**config.mk**
```make
export PLATFORM = sky130hd
export DESIGN_NAME = manchester_frame_encoder
export DESIGN_NICKNAME = d
export VERILOG_FILES = /design/src/rtl/mfe_pkg.sv /design/src/rtl/mfe_level.sv /design/src/rtl/manchester_frame_encoder.sv
export SDC_FILE = /design/constraint.sdc
export NUM_CORES = 1
export LEC_CHECK = 0
export CAP_MARGIN = 20
export CORE_AREA = 3 3 80 60
export CTS_CLUSTER_DIAMETER = 120
export DETAILED_ROUTE_END_ITERATION = 16
export DIE_AREA = 0 0 83 63
export DONT_BUFFER_PORTS = 1
export PLACE_DENSITY_LB_ADDON = 0.05
export SLEW_MARGIN = 30
export SYNTH_ARGS = -nofsm -noshare
export SYNTH_HDL_FRONTEND = slang
export SYNTH_SLANG_ARGS = --single-unit
```
**constraint.sdc**
```tcl
create_clock -name clock -period 3.44 [get_ports clock]
set_input_delay 0.172 -clock clock [delete_from_list [all_inputs] [get_ports clock]]
set_output_delay 0.172 -clock clock [all_outputs]
set_load 0.01 [all_outputs]
```
**src/rtl/mfe_pkg.sv**
```systemverilog
package mfe_pkg;

   localparam int WORD_BITS = 16;
   localparam int CMD_BITS = 16;
   localparam int CFG_BITS = 4;
   localparam int CSR_INDEX_BITS = 1;

   // start half-bit, two half-bits per data bit, release half-bit
   localparam int FRAME_BASE = 2 + 2 * WORD_BITS;
   // longest frame plus one, so half_index + 1 fits
   localparam int HALF_BITS = $clog2(FRAME_BASE + 16);

   localparam logic [CSR_INDEX_BITS-1:0] REG_REPEAT_COUNT = 1'd0;
   localparam logic [CSR_INDEX_BITS-1:0] REG_GAP_HALFBITS = 1'd1;

   localparam logic [CFG_BITS-1:0] REPEAT_COUNT_RESET = 4'd11;
   localparam logic [CFG_BITS-1:0] GAP_HALFBITS_RESET = 4'd5;

   localparam logic OP_TICK = 1'b0;
   localparam logic OP_START = 1'b1;

endpackage

```
**src/rtl/mfe_level.sv**
```systemverilog
module mfe_level (
   input  logic [mfe_pkg::WORD_BITS-1:0] held_word,
   input  logic [mfe_pkg::HALF_BITS-1:0] half_index,
   output logic                          level
);

   logic [mfe_pkg::HALF_BITS-1:0] pos_m1;
   logic [mfe_pkg::HALF_BITS-2:0] bit_num;
   logic [mfe_pkg::WORD_BITS-1:0] shifted;
   logic                          data_bit;

   assign pos_m1 = half_index - mfe_pkg::HALF_BITS'(1);
   assign bit_num = pos_m1[mfe_pkg::HALF_BITS-1:1];
   // msb first: shift the selected bit up to the top
   assign shifted = held_word << bit_num;
   assign data_bit = shifted[mfe_pkg::WORD_BITS-1];

   always_comb begin
      if (half_index == '0) begin
         level = 1'b0;
      end else if (half_index > mfe_pkg::HALF_BITS'(2 * mfe_pkg::WORD_BITS)) begin
         level = 1'b1;
      end else begin
         // second half of each bit is the complement
         level = pos_m1[0] ? ~data_bit : data_bit;
      end
   end

endmodule

```
**src/rtl/manchester_frame_encoder.sv**
```systemverilog
// Manchester frame encoder for a one-wire command line.
// Request channel (req_valid/req_ready): req_op selects a half-bit tick or a
// start; a start loads req_cmd_word when idle and is ignored while busy.
// Every request item gives exactly one response item on rsp_valid/rsp_ready:
// rsp_line_level is the level for that half-bit (high when idle),
// rsp_busy_res shows a transmission in progress, rsp_frame_end marks the
// last half-bit of the final repetition.
// Config channel (csr_valid/csr_ready, always ready): index 0 sets the
// repeat count (zero acts as one), index 1 the number of high gap
// half-bits after each frame. Write only while no item is in flight.
// The response appears in the cycle after its request; while rsp_ready is
// high, one item per cycle is sustained by the single output register.
// When the receiver stalls, the response register holds its item and
// req_ready drops until it is taken; a new item is accepted in the same
// cycle the held one leaves.
// Synchronous reset: idle, line high, repeat count 11, gap 5, no response.
module manchester_frame_encoder (
   input  logic                                clock,
   input  logic                                reset,
   input  logic                                req_valid,
   output logic                                req_ready,
   input  logic                                req_op,
   input  logic [mfe_pkg::CMD_BITS-1:0]        req_cmd_word,
   output logic                                rsp_valid,
   input  logic                                rsp_ready,
   output logic                                rsp_line_level,
   output logic                                rsp_busy_res,
   output logic                                rsp_frame_end,
   input  logic                                csr_valid,
   output logic                                csr_ready,
   input  logic [mfe_pkg::CSR_INDEX_BITS-1:0]  csr_index,
   input  logic [mfe_pkg::CFG_BITS-1:0]        csr_wdata
);

   logic [mfe_pkg::CFG_BITS-1:0]  repeat_count_ff;
   logic [mfe_pkg::CFG_BITS-1:0]  gap_halfbits_ff;
   logic [mfe_pkg::WORD_BITS-1:0] held_word_ff, held_word_in;
   logic [mfe_pkg::HALF_BITS-1:0] half_index_ff, half_index_in;
   logic [mfe_pkg::CFG_BITS-1:0]  repeats_sent_ff, repeats_sent_in;
   logic                          active_ff, active_in;
   logic                          line_state_ff, line_state_in;
   logic                          frame_end_in;

   logic                          rsp_valid_ff;
   logic                          rsp_line_level_ff;
   logic                          rsp_busy_res_ff;
   logic                          rsp_frame_end_ff;

   logic                          req_fire;
   logic                          level;
   logic [mfe_pkg::HALF_BITS-1:0] total;
   logic [mfe_pkg::HALF_BITS-1:0] half_next;
   logic [mfe_pkg::CFG_BITS-1:0]  need;
   logic [mfe_pkg::CFG_BITS-1:0]  repeats_next;

   assign csr_ready = 1'b1;
   assign req_ready = ~rsp_valid_ff | rsp_ready;
   assign req_fire = req_valid & req_ready;

   assign rsp_valid = rsp_valid_ff;
   assign rsp_line_level = rsp_line_level_ff;
   assign rsp_busy_res = rsp_busy_res_ff;
   assign rsp_frame_end = rsp_frame_end_ff;

   mfe_level u_level (
      .held_word  (held_word_ff),
      .half_index (half_index_ff),
      .level      (level)
   );

   assign total = mfe_pkg::HALF_BITS'(mfe_pkg::FRAME_BASE) + mfe_pkg::HALF_BITS'(gap_halfbits_ff);
   assign half_next = half_index_ff + mfe_pkg::HALF_BITS'(1);
   assign need = (repeat_count_ff == '0) ? mfe_pkg::CFG_BITS'(1) : repeat_count_ff;
   assign repeats_next = repeats_sent_ff + mfe_pkg::CFG_BITS'(1);

   always_comb begin
      held_word_in = held_word_ff;
      half_index_in = half_index_ff;
      repeats_sent_in = repeats_sent_ff;
      active_in = active_ff;
      line_state_in = line_state_ff;
      frame_end_in = 1'b0;
      if (req_op == mfe_pkg::OP_START) begin
         if (!active_ff) begin
            held_word_in = mfe_pkg::WORD_BITS'(req_cmd_word);
            half_index_in = '0;
            repeats_sent_in = '0;
            active_in = 1'b1;
         end
      end else if (active_ff) begin
         line_state_in = level;
         // a shortened gap can leave the position past the new frame end
         if (half_next >= total) begin
            half_index_in = '0;
            repeats_sent_in = repeats_next;
            if (repeats_next >= need) begin
               active_in = 1'b0;
               line_state_in = 1'b1;
               frame_end_in = 1'b1;
            end
         end else begin
            half_index_in = half_next;
         end
      end else begin
         line_state_in = 1'b1;
      end
   end

   always_ff @(posedge clock) begin
      if (reset) begin
         repeat_count_ff <= mfe_pkg::REPEAT_COUNT_RESET;
         gap_halfbits_ff <= mfe_pkg::GAP_HALFBITS_RESET;
      end else if (csr_valid) begin
         case (csr_index)
            mfe_pkg::REG_REPEAT_COUNT: begin
               repeat_count_ff <= csr_wdata;
            end
            mfe_pkg::REG_GAP_HALFBITS: begin
               gap_halfbits_ff <= csr_wdata;
            end
            default: begin
            end
         endcase
      end
   end

   always_ff @(posedge clock) begin
      if (reset) begin
         held_word_ff <= '0;
         half_index_ff <= '0;
         repeats_sent_ff <= '0;
         active_ff <= 1'b0;
         line_state_ff <= 1'b1;
      end else if (req_fire) begin
         held_word_ff <= held_word_in;
         half_index_ff <= half_index_in;
         repeats_sent_ff <= repeats_sent_in;
         active_ff <= active_in;
         line_state_ff <= line_state_in;
      end
   end

   always_ff @(posedge clock) begin
      if (reset) begin
         rsp_valid_ff <= 1'b0;
      end else if (req_fire) begin
         rsp_valid_ff <= 1'b1;
      end else if (rsp_ready) begin
         rsp_valid_ff <= 1'b0;
      end
   end

   always_ff @(posedge clock) begin
      if (req_fire) begin
         rsp_line_level_ff <= line_state_in;
         rsp_busy_res_ff <= active_in;
         rsp_frame_end_ff <= frame_end_in;
      end
   end

endmodule
```
==> impl_metrics.ini, run 1 <==
[layout]
layout_common_cells = 55 x nand2_1, 36 x dfxtp_1, 27 x a21oi_1
post-route-cell-area_um2 = 2400
num_antenna_cells = 0
final_net_count = 302
n_fill_cell = 401
drive_gt1_share_pct = 6.92
layout_commonest_cell = nand2_1
syn2layout_area_growth_pct = 8.55

[yosys]
synth.avg_cell_area_um2 = 8.54
synth_async_sr_flop_share_pct = 0
ys_ff_latch = 40
yosysUniqueCellTypes = 41
ys_seq_area_share_pct = 37.6
synth-edff-count = 3
syn-cell-area_um2 = 2210
syn_nets = 302
yosys_warnings = 0
synth-main-ff-cell = dfxtp_1
syn_inst = 259

[floorplanning]
chipWidth_um = 83
die-area_um2 = 5230
initial_core_util_pct = 53.2
die_h_um = 63
coreArea_um2 = 4150
boundaryPins = 33
num_rows = 20

[power_and_ir_drop]
p_sw_share_pct = 24.8
power_frac_seq_pct = 50.2
internal-power_w = 0.000749
peakVddDrop_mv = 0.256
p_comb_share_pct = 10.1
p_leak_nw = 0.953
powerDensity_nw_per_um2 = 415
clockPowerShare_pct = 39.6
power.switching_w = 0.000247

[timing]
hold_viol = 0
period_share_pct = 89.0
setup_viol = 0
max_freq_mhz = 327
drv_slew = 0
fin_crit_ns = 3.06
rsz0062_at_grt = no
tns_ns = 0
holdWs_ns = 0.0111
finalClockSkew_ns = 0.00728
worstMarginPinSlew_ns = 0.525
relSlewSlack_pct = 65.0

[place]
hpwl_mm = 3.19
placed_area_um2 = 2210
gp_congestion = 0.762
port-buffer-count = 0

[setup_path]
crit_type = register to register
cp-end-kind = register
cp.required_ns = 3.63
critPathLaunchType = register
crit_fanout = 7
worstPathArrival_ns = 3.25

[clocking]
cts_tree = done
cts.path.max_buffers = 2
cts_buffers = 5
cts_max_level = 2
root_buffer = clkbuf_8
clk_latency_ns = 0.29
clk_pin_slew_ns = 0.09
cts_num_sinks = 40

[global_routing]
grt_pass1_vias = 1648
grt_pass1_wl_mm = 7.96
grt_max_degree = 37
grt_usage_pct = 18.9
grt-ovfl-total = 0
antenna_found_initial = 0

[route]
routed_via_density = 5.50
antenna_left = 0
drt_wl_total_mm = 4.44
vias = 1731
drc = 0
drt_iter0_drc = 106
firstDrtPassIters = 7
routedWlPerCell_um = 14.1

[status]
status = completed

[flow_run]
max_cap_viol_count = 0

[min_path]
hold_class = primary input to register
-- registers in the layout, summed over array words and instances, names as in the netlist, 4 cells and up --
signal and flops:
gap_halfbits_ff 4, held_word_ff 16, repeat_count_ff 4, repeats_sent_ff 4
half_index_ff 6
-- what timing repair did --
item	in CTS	in global routing
setup buffers	0	0
hold endpoints to repair	36	1
endpoints found under the setup margin	0	1
gates resized for setup	0	1
hold buffers	5	1
-- worst max-delay path: stages (launching register included) --
cell and delay, ns:
dfxtp_1 0.46, inv_1 0.10, ha_1 0.40, ha_1 0.31, nand2_1 0.04, o21ai_0 0.15
a31oi_1 0.16, nor2_2 0.27, o21ai_0 0.24, o21ai_0 0.21, a21oi_1 0.08, dlygate4sd3_1 0.55
-- per-stage QoR --
stage          total power [W]  setup WS, ns  std cells  utilization [%]
3_3_place_gp          0.000598         0.724        301             53.3
2_1_floorplan         0.000587         0.917        259                -
6_report              0.000996         0.380        315             57.8
4_1_cts                0.00101         0.268        314             57.5
5_1_grt                0.00105         0.103        315             57.8
3_5_place_dp          0.000598         0.554        301             53.3
-- path summary, 6_finish.rpt --
| check | from | cells after the start | end | slack [ns] |
|---|---|---|---|---|
| worst max-delay path | half_index_ff[1] | 11 | active_ff | 0.38 |
| worst min-delay path | req_cmd_word[4] | 2 | held_word_ff[4] | 0.01 |
| worst max register to register | half_index_ff[1] | 11 | active_ff | 0.38 |
| worst min register to register | held_word_ff[10] | 2 | held_word_ff[10] | 0.46 |
-- kinds of logic after synthesis --
kind of cell	synth area share, %
fa+ha+maj	9.05
buf+inv	4.75
xor+xnor	4.30
simple gates	23.4
compound gates	14.2
mux	6.56
flops	37.6
other cells	0.170
-- cells in the mapped netlist, drive strengths merged (4+ instances only) --
cell type / number / area (µm²)
xor2: 4 / 35.0
nor3: 5 / 25.0
a21oi: 27 / 135
nand2: 55 / 206
dfxtp: 37 / 741
clkbuf: 10 / 37.5
o21ai: 10 / 50.1
nand4: 4 / 25.0
mux4: 4 / 105
xnor2: 6 / 60.1
ha: 16 / 200
mux2i: 4 / 40.0
nand2b: 7 / 43.8
nand3: 10 / 55.1
nor2: 15 / 58.8
inv: 9 / 33.8
-- power by group through the flow --
stage	Sequential (W)	Clock [W]	Combinational (W)
6_report	0.000501	0.000395	0.000101
5_1_grt	0.000504	0.000430	0.000116
4_1_cts	0.000500	0.000407	0.000100
3_5_place_dp	0.000511	0	0.0000869
3_3_place_gp	0.000511	0	0.0000872
2_1_floorplan	0.000507	0	0.0000809
-- metal layers --
metal | GRT usage [%] | vias up | wire, µm
met5 | 0 | - | 0
met4 | 3.67 | 0 | 21
met3 | 6.46 | 2 | 197
met2 | 25.4 | 38 | 1740
met1 | 28.8 | 788 | 2480
li1 | - | 903 | -
-- final cells by class --
type	count	area, µm²	area share (%)
clock buffer	5	68.8	2.87
clock inverter	3	47.5	1.98
inverter	10	37.5	1.56
multi-input combinational	196	1270	53.1
sequential	40	832	34.7
tap	55	68.8	2.87
timing repair buffer	6	70.1	2.92
Power figures use the tool's default switching activity.
==> run 2, diff against run 1 <==
--- a/config.mk
+++ b/config.mk
@@ -6,10 +6,10 @@
 export NUM_CORES = 1
 export LEC_CHECK = 0
 export CAP_MARGIN = 20
-export CORE_AREA = 3 3 80 60
+export CORE_AREA = 5 5 73 69
 export CTS_CLUSTER_DIAMETER = 120
 export DETAILED_ROUTE_END_ITERATION = 16
-export DIE_AREA = 0 0 83 63
+export DIE_AREA = 0 0 78 74
 export DONT_BUFFER_PORTS = 1
 export PLACE_DENSITY_LB_ADDON = 0.05
 export SLEW_MARGIN = 30
==> run 2 against run 1 <==
Effect of this change:
- routed wire length is 2.0% higher
- worst setup slack better by 0.10 ns
- clock power is 25% lower
- sequential power hardly changed
- utilization is 2.8 points lower
- largest cell class unchanged
- total power is 10% lower
- critical endpoint is now line_state_ff
==> impl_metrics.ini, run 2 (synthesis gave the netlist of run 1 again) <==
[setup_path]
cp.required_ns = 3.61
cp-end-kind = register
cp.depth = 10
crit_top_cell = ha_1
r2r_slack_ns = 0.48
startpoint = half_index_ff[1]
slowest_delay_ns = 0.46
cp_num_buf_inv = 0
crit_end = line_state_ff
path_cells = ha_1, nand3_1, xnor2_1, ha_1, a21o_1, a31oi_1, nor2_2, o21ai_0, a21boi_0, o41a_2
cp_top_family = compound AO/OA/AOI/OAI gates
crit_type = register to register
r2r-start = half_index_ff[1]
r2r_cells = 10
worstPathArrival_ns = 3.13
crit_fanout = 7
crit_slowest_cell = dfxtp_1
critPathLaunchType = register
r2r-end = line_state_ff

[timing]
max_freq_mhz = 338
hold_viol = 0
relSlewSlack_pct = 62.9
postLayoutSetupSlackWorst_ns = 0.484
period_share_pct = 85.9
finalClockSkew_ns = 0.00754
fin_crit_ns = 2.96
setup_viol = 0
rsz0062_at_grt = no
tns_ns = 0
worstMarginPinSlew_ns = 0.556
drv_slew = 0

[layout]
syn2layout_area_growth_pct = 5.26
num_antenna_cells = 0
reg.largest.list = held_word_ff x16, half_index_ff x6
layout_common_cells = 55 x nand2_1, 37 x dfxtp_1, 27 x a21oi_1
n_fill_cell = 402
largest_reg_flops = 16
layout_commonest_cell = nand2_1
drive_gt1_share_pct = 6.25
top_register = held_word_ff
final_net_count = 299

[route]
drt_wl_total_mm = 4.53
routedWlPerCell_um = 14.8
antenna_left = 0
drc = 0
vias = 1721
drt_iter0_drc = 176
firstDrtPassIters = 4
routed_via_density = 5.62

[floorplanning]
die-area_um2 = 5770
initial_core_util_pct = 52.3
coreArea_um2 = 4230
boundaryPins = 33
chipWidth_um = 78
num_rows = 23
die_h_um = 74

[clocking]
clk_pin_slew_ns = 0.08
cts_setup_buffers = 0
cts_tree = done
clk_latency_ns = 0.29
cts.path.max_buffers = 2
cts_max_level = 2
root_buffer = clkbuf_8
cts_buffers = 5
cts_num_sinks = 40

[place]
port-buffer-count = 0
gp_congestion = 0.808
dp_slack_ns = 0.540
hpwl_mm = 3.29

[status]
status = completed

[global_routing]
grt_max_degree = 37
grt_pass1_vias = 1647
grt-ovfl-total = 0
grt_pass1_wl_mm = 7.62
antenna_found_initial = 0
grt_usage_pct = 16.6

[power_and_ir_drop]
powerDensity_nw_per_um2 = 384
p_leak_nw = 0.920
peakVddDrop_mv = 0.261

[min_path]
hold_class = primary input to register

[flow_run]
max_cap_viol_count = 0
run 2: timing repair:
| item | 4_1_cts | 5_1_grt |
|---|---|---|
| gates resized for setup | 0 | 0 |
| hold buffers | 2 | 1 |
| endpoints found under the hold margin | 36 | 1 |
run 2: final cells by class:
class	count	area, µm²	share of cell area, %
clock buffers	5	68.8	2.96
flip-flops and latches	40	831	35.7
repair buffers	3	40.0	1.72
clock inverters	2	12.5	0.538
inverters	10	37.5	1.61
well taps	50	62.6	2.69
multi-input cells	196	1270	54.8
run 2: metal layers:
layer | vias to the layer above | wire length [µm] | track usage (%)
met5 | - | 0 | 0
met4 | 0 | 59 | 5.82
met3 | 6 | 169 | 4.72
met2 | 39 | 2030 | 26.5
met1 | 783 | 2260 | 21.9
li1 | 893 | - | -
run 2: through the flow:
stage          total power, W  area [µm²]  util [%]  cells  hold slack (ns)
2_1_floorplan        0.000587        2210         -    259            0.301
3_3_place_gp         0.000598        2210      52.1    296            0.247
3_5_place_dp         0.000599        2210      52.1    296            0.248
4_1_cts              0.000902        2320      54.8    305          0.00114
5_1_grt              0.000943        2330      55.0    306          0.00559
6_report             0.000895        2330      55.0    306          0.00362
run 2: report_power, final:
group / internal [W] / switching [W]
sequential: 0.000487 / 0.0000125
clock: 0.000137 / 0.000159
combinational: 0.0000409 / 0.0000584
total: 0.000665 / 0.000230
run 2: how the worst min path moves through the flow:
stage,from,cells past startpoint,to
global placement,reset,1,half_index_ff[2]
detailed placement,reset,1,repeats_sent_ff[2]
floorplan,csr_wdata[0],2,repeat_count_ff[0]
global route,req_cmd_word[7],2,held_word_ff[7]
finish,req_cmd_word[7],2,held_word_ff[7]
CTS,req_cmd_word[15],2,held_word_ff[15]
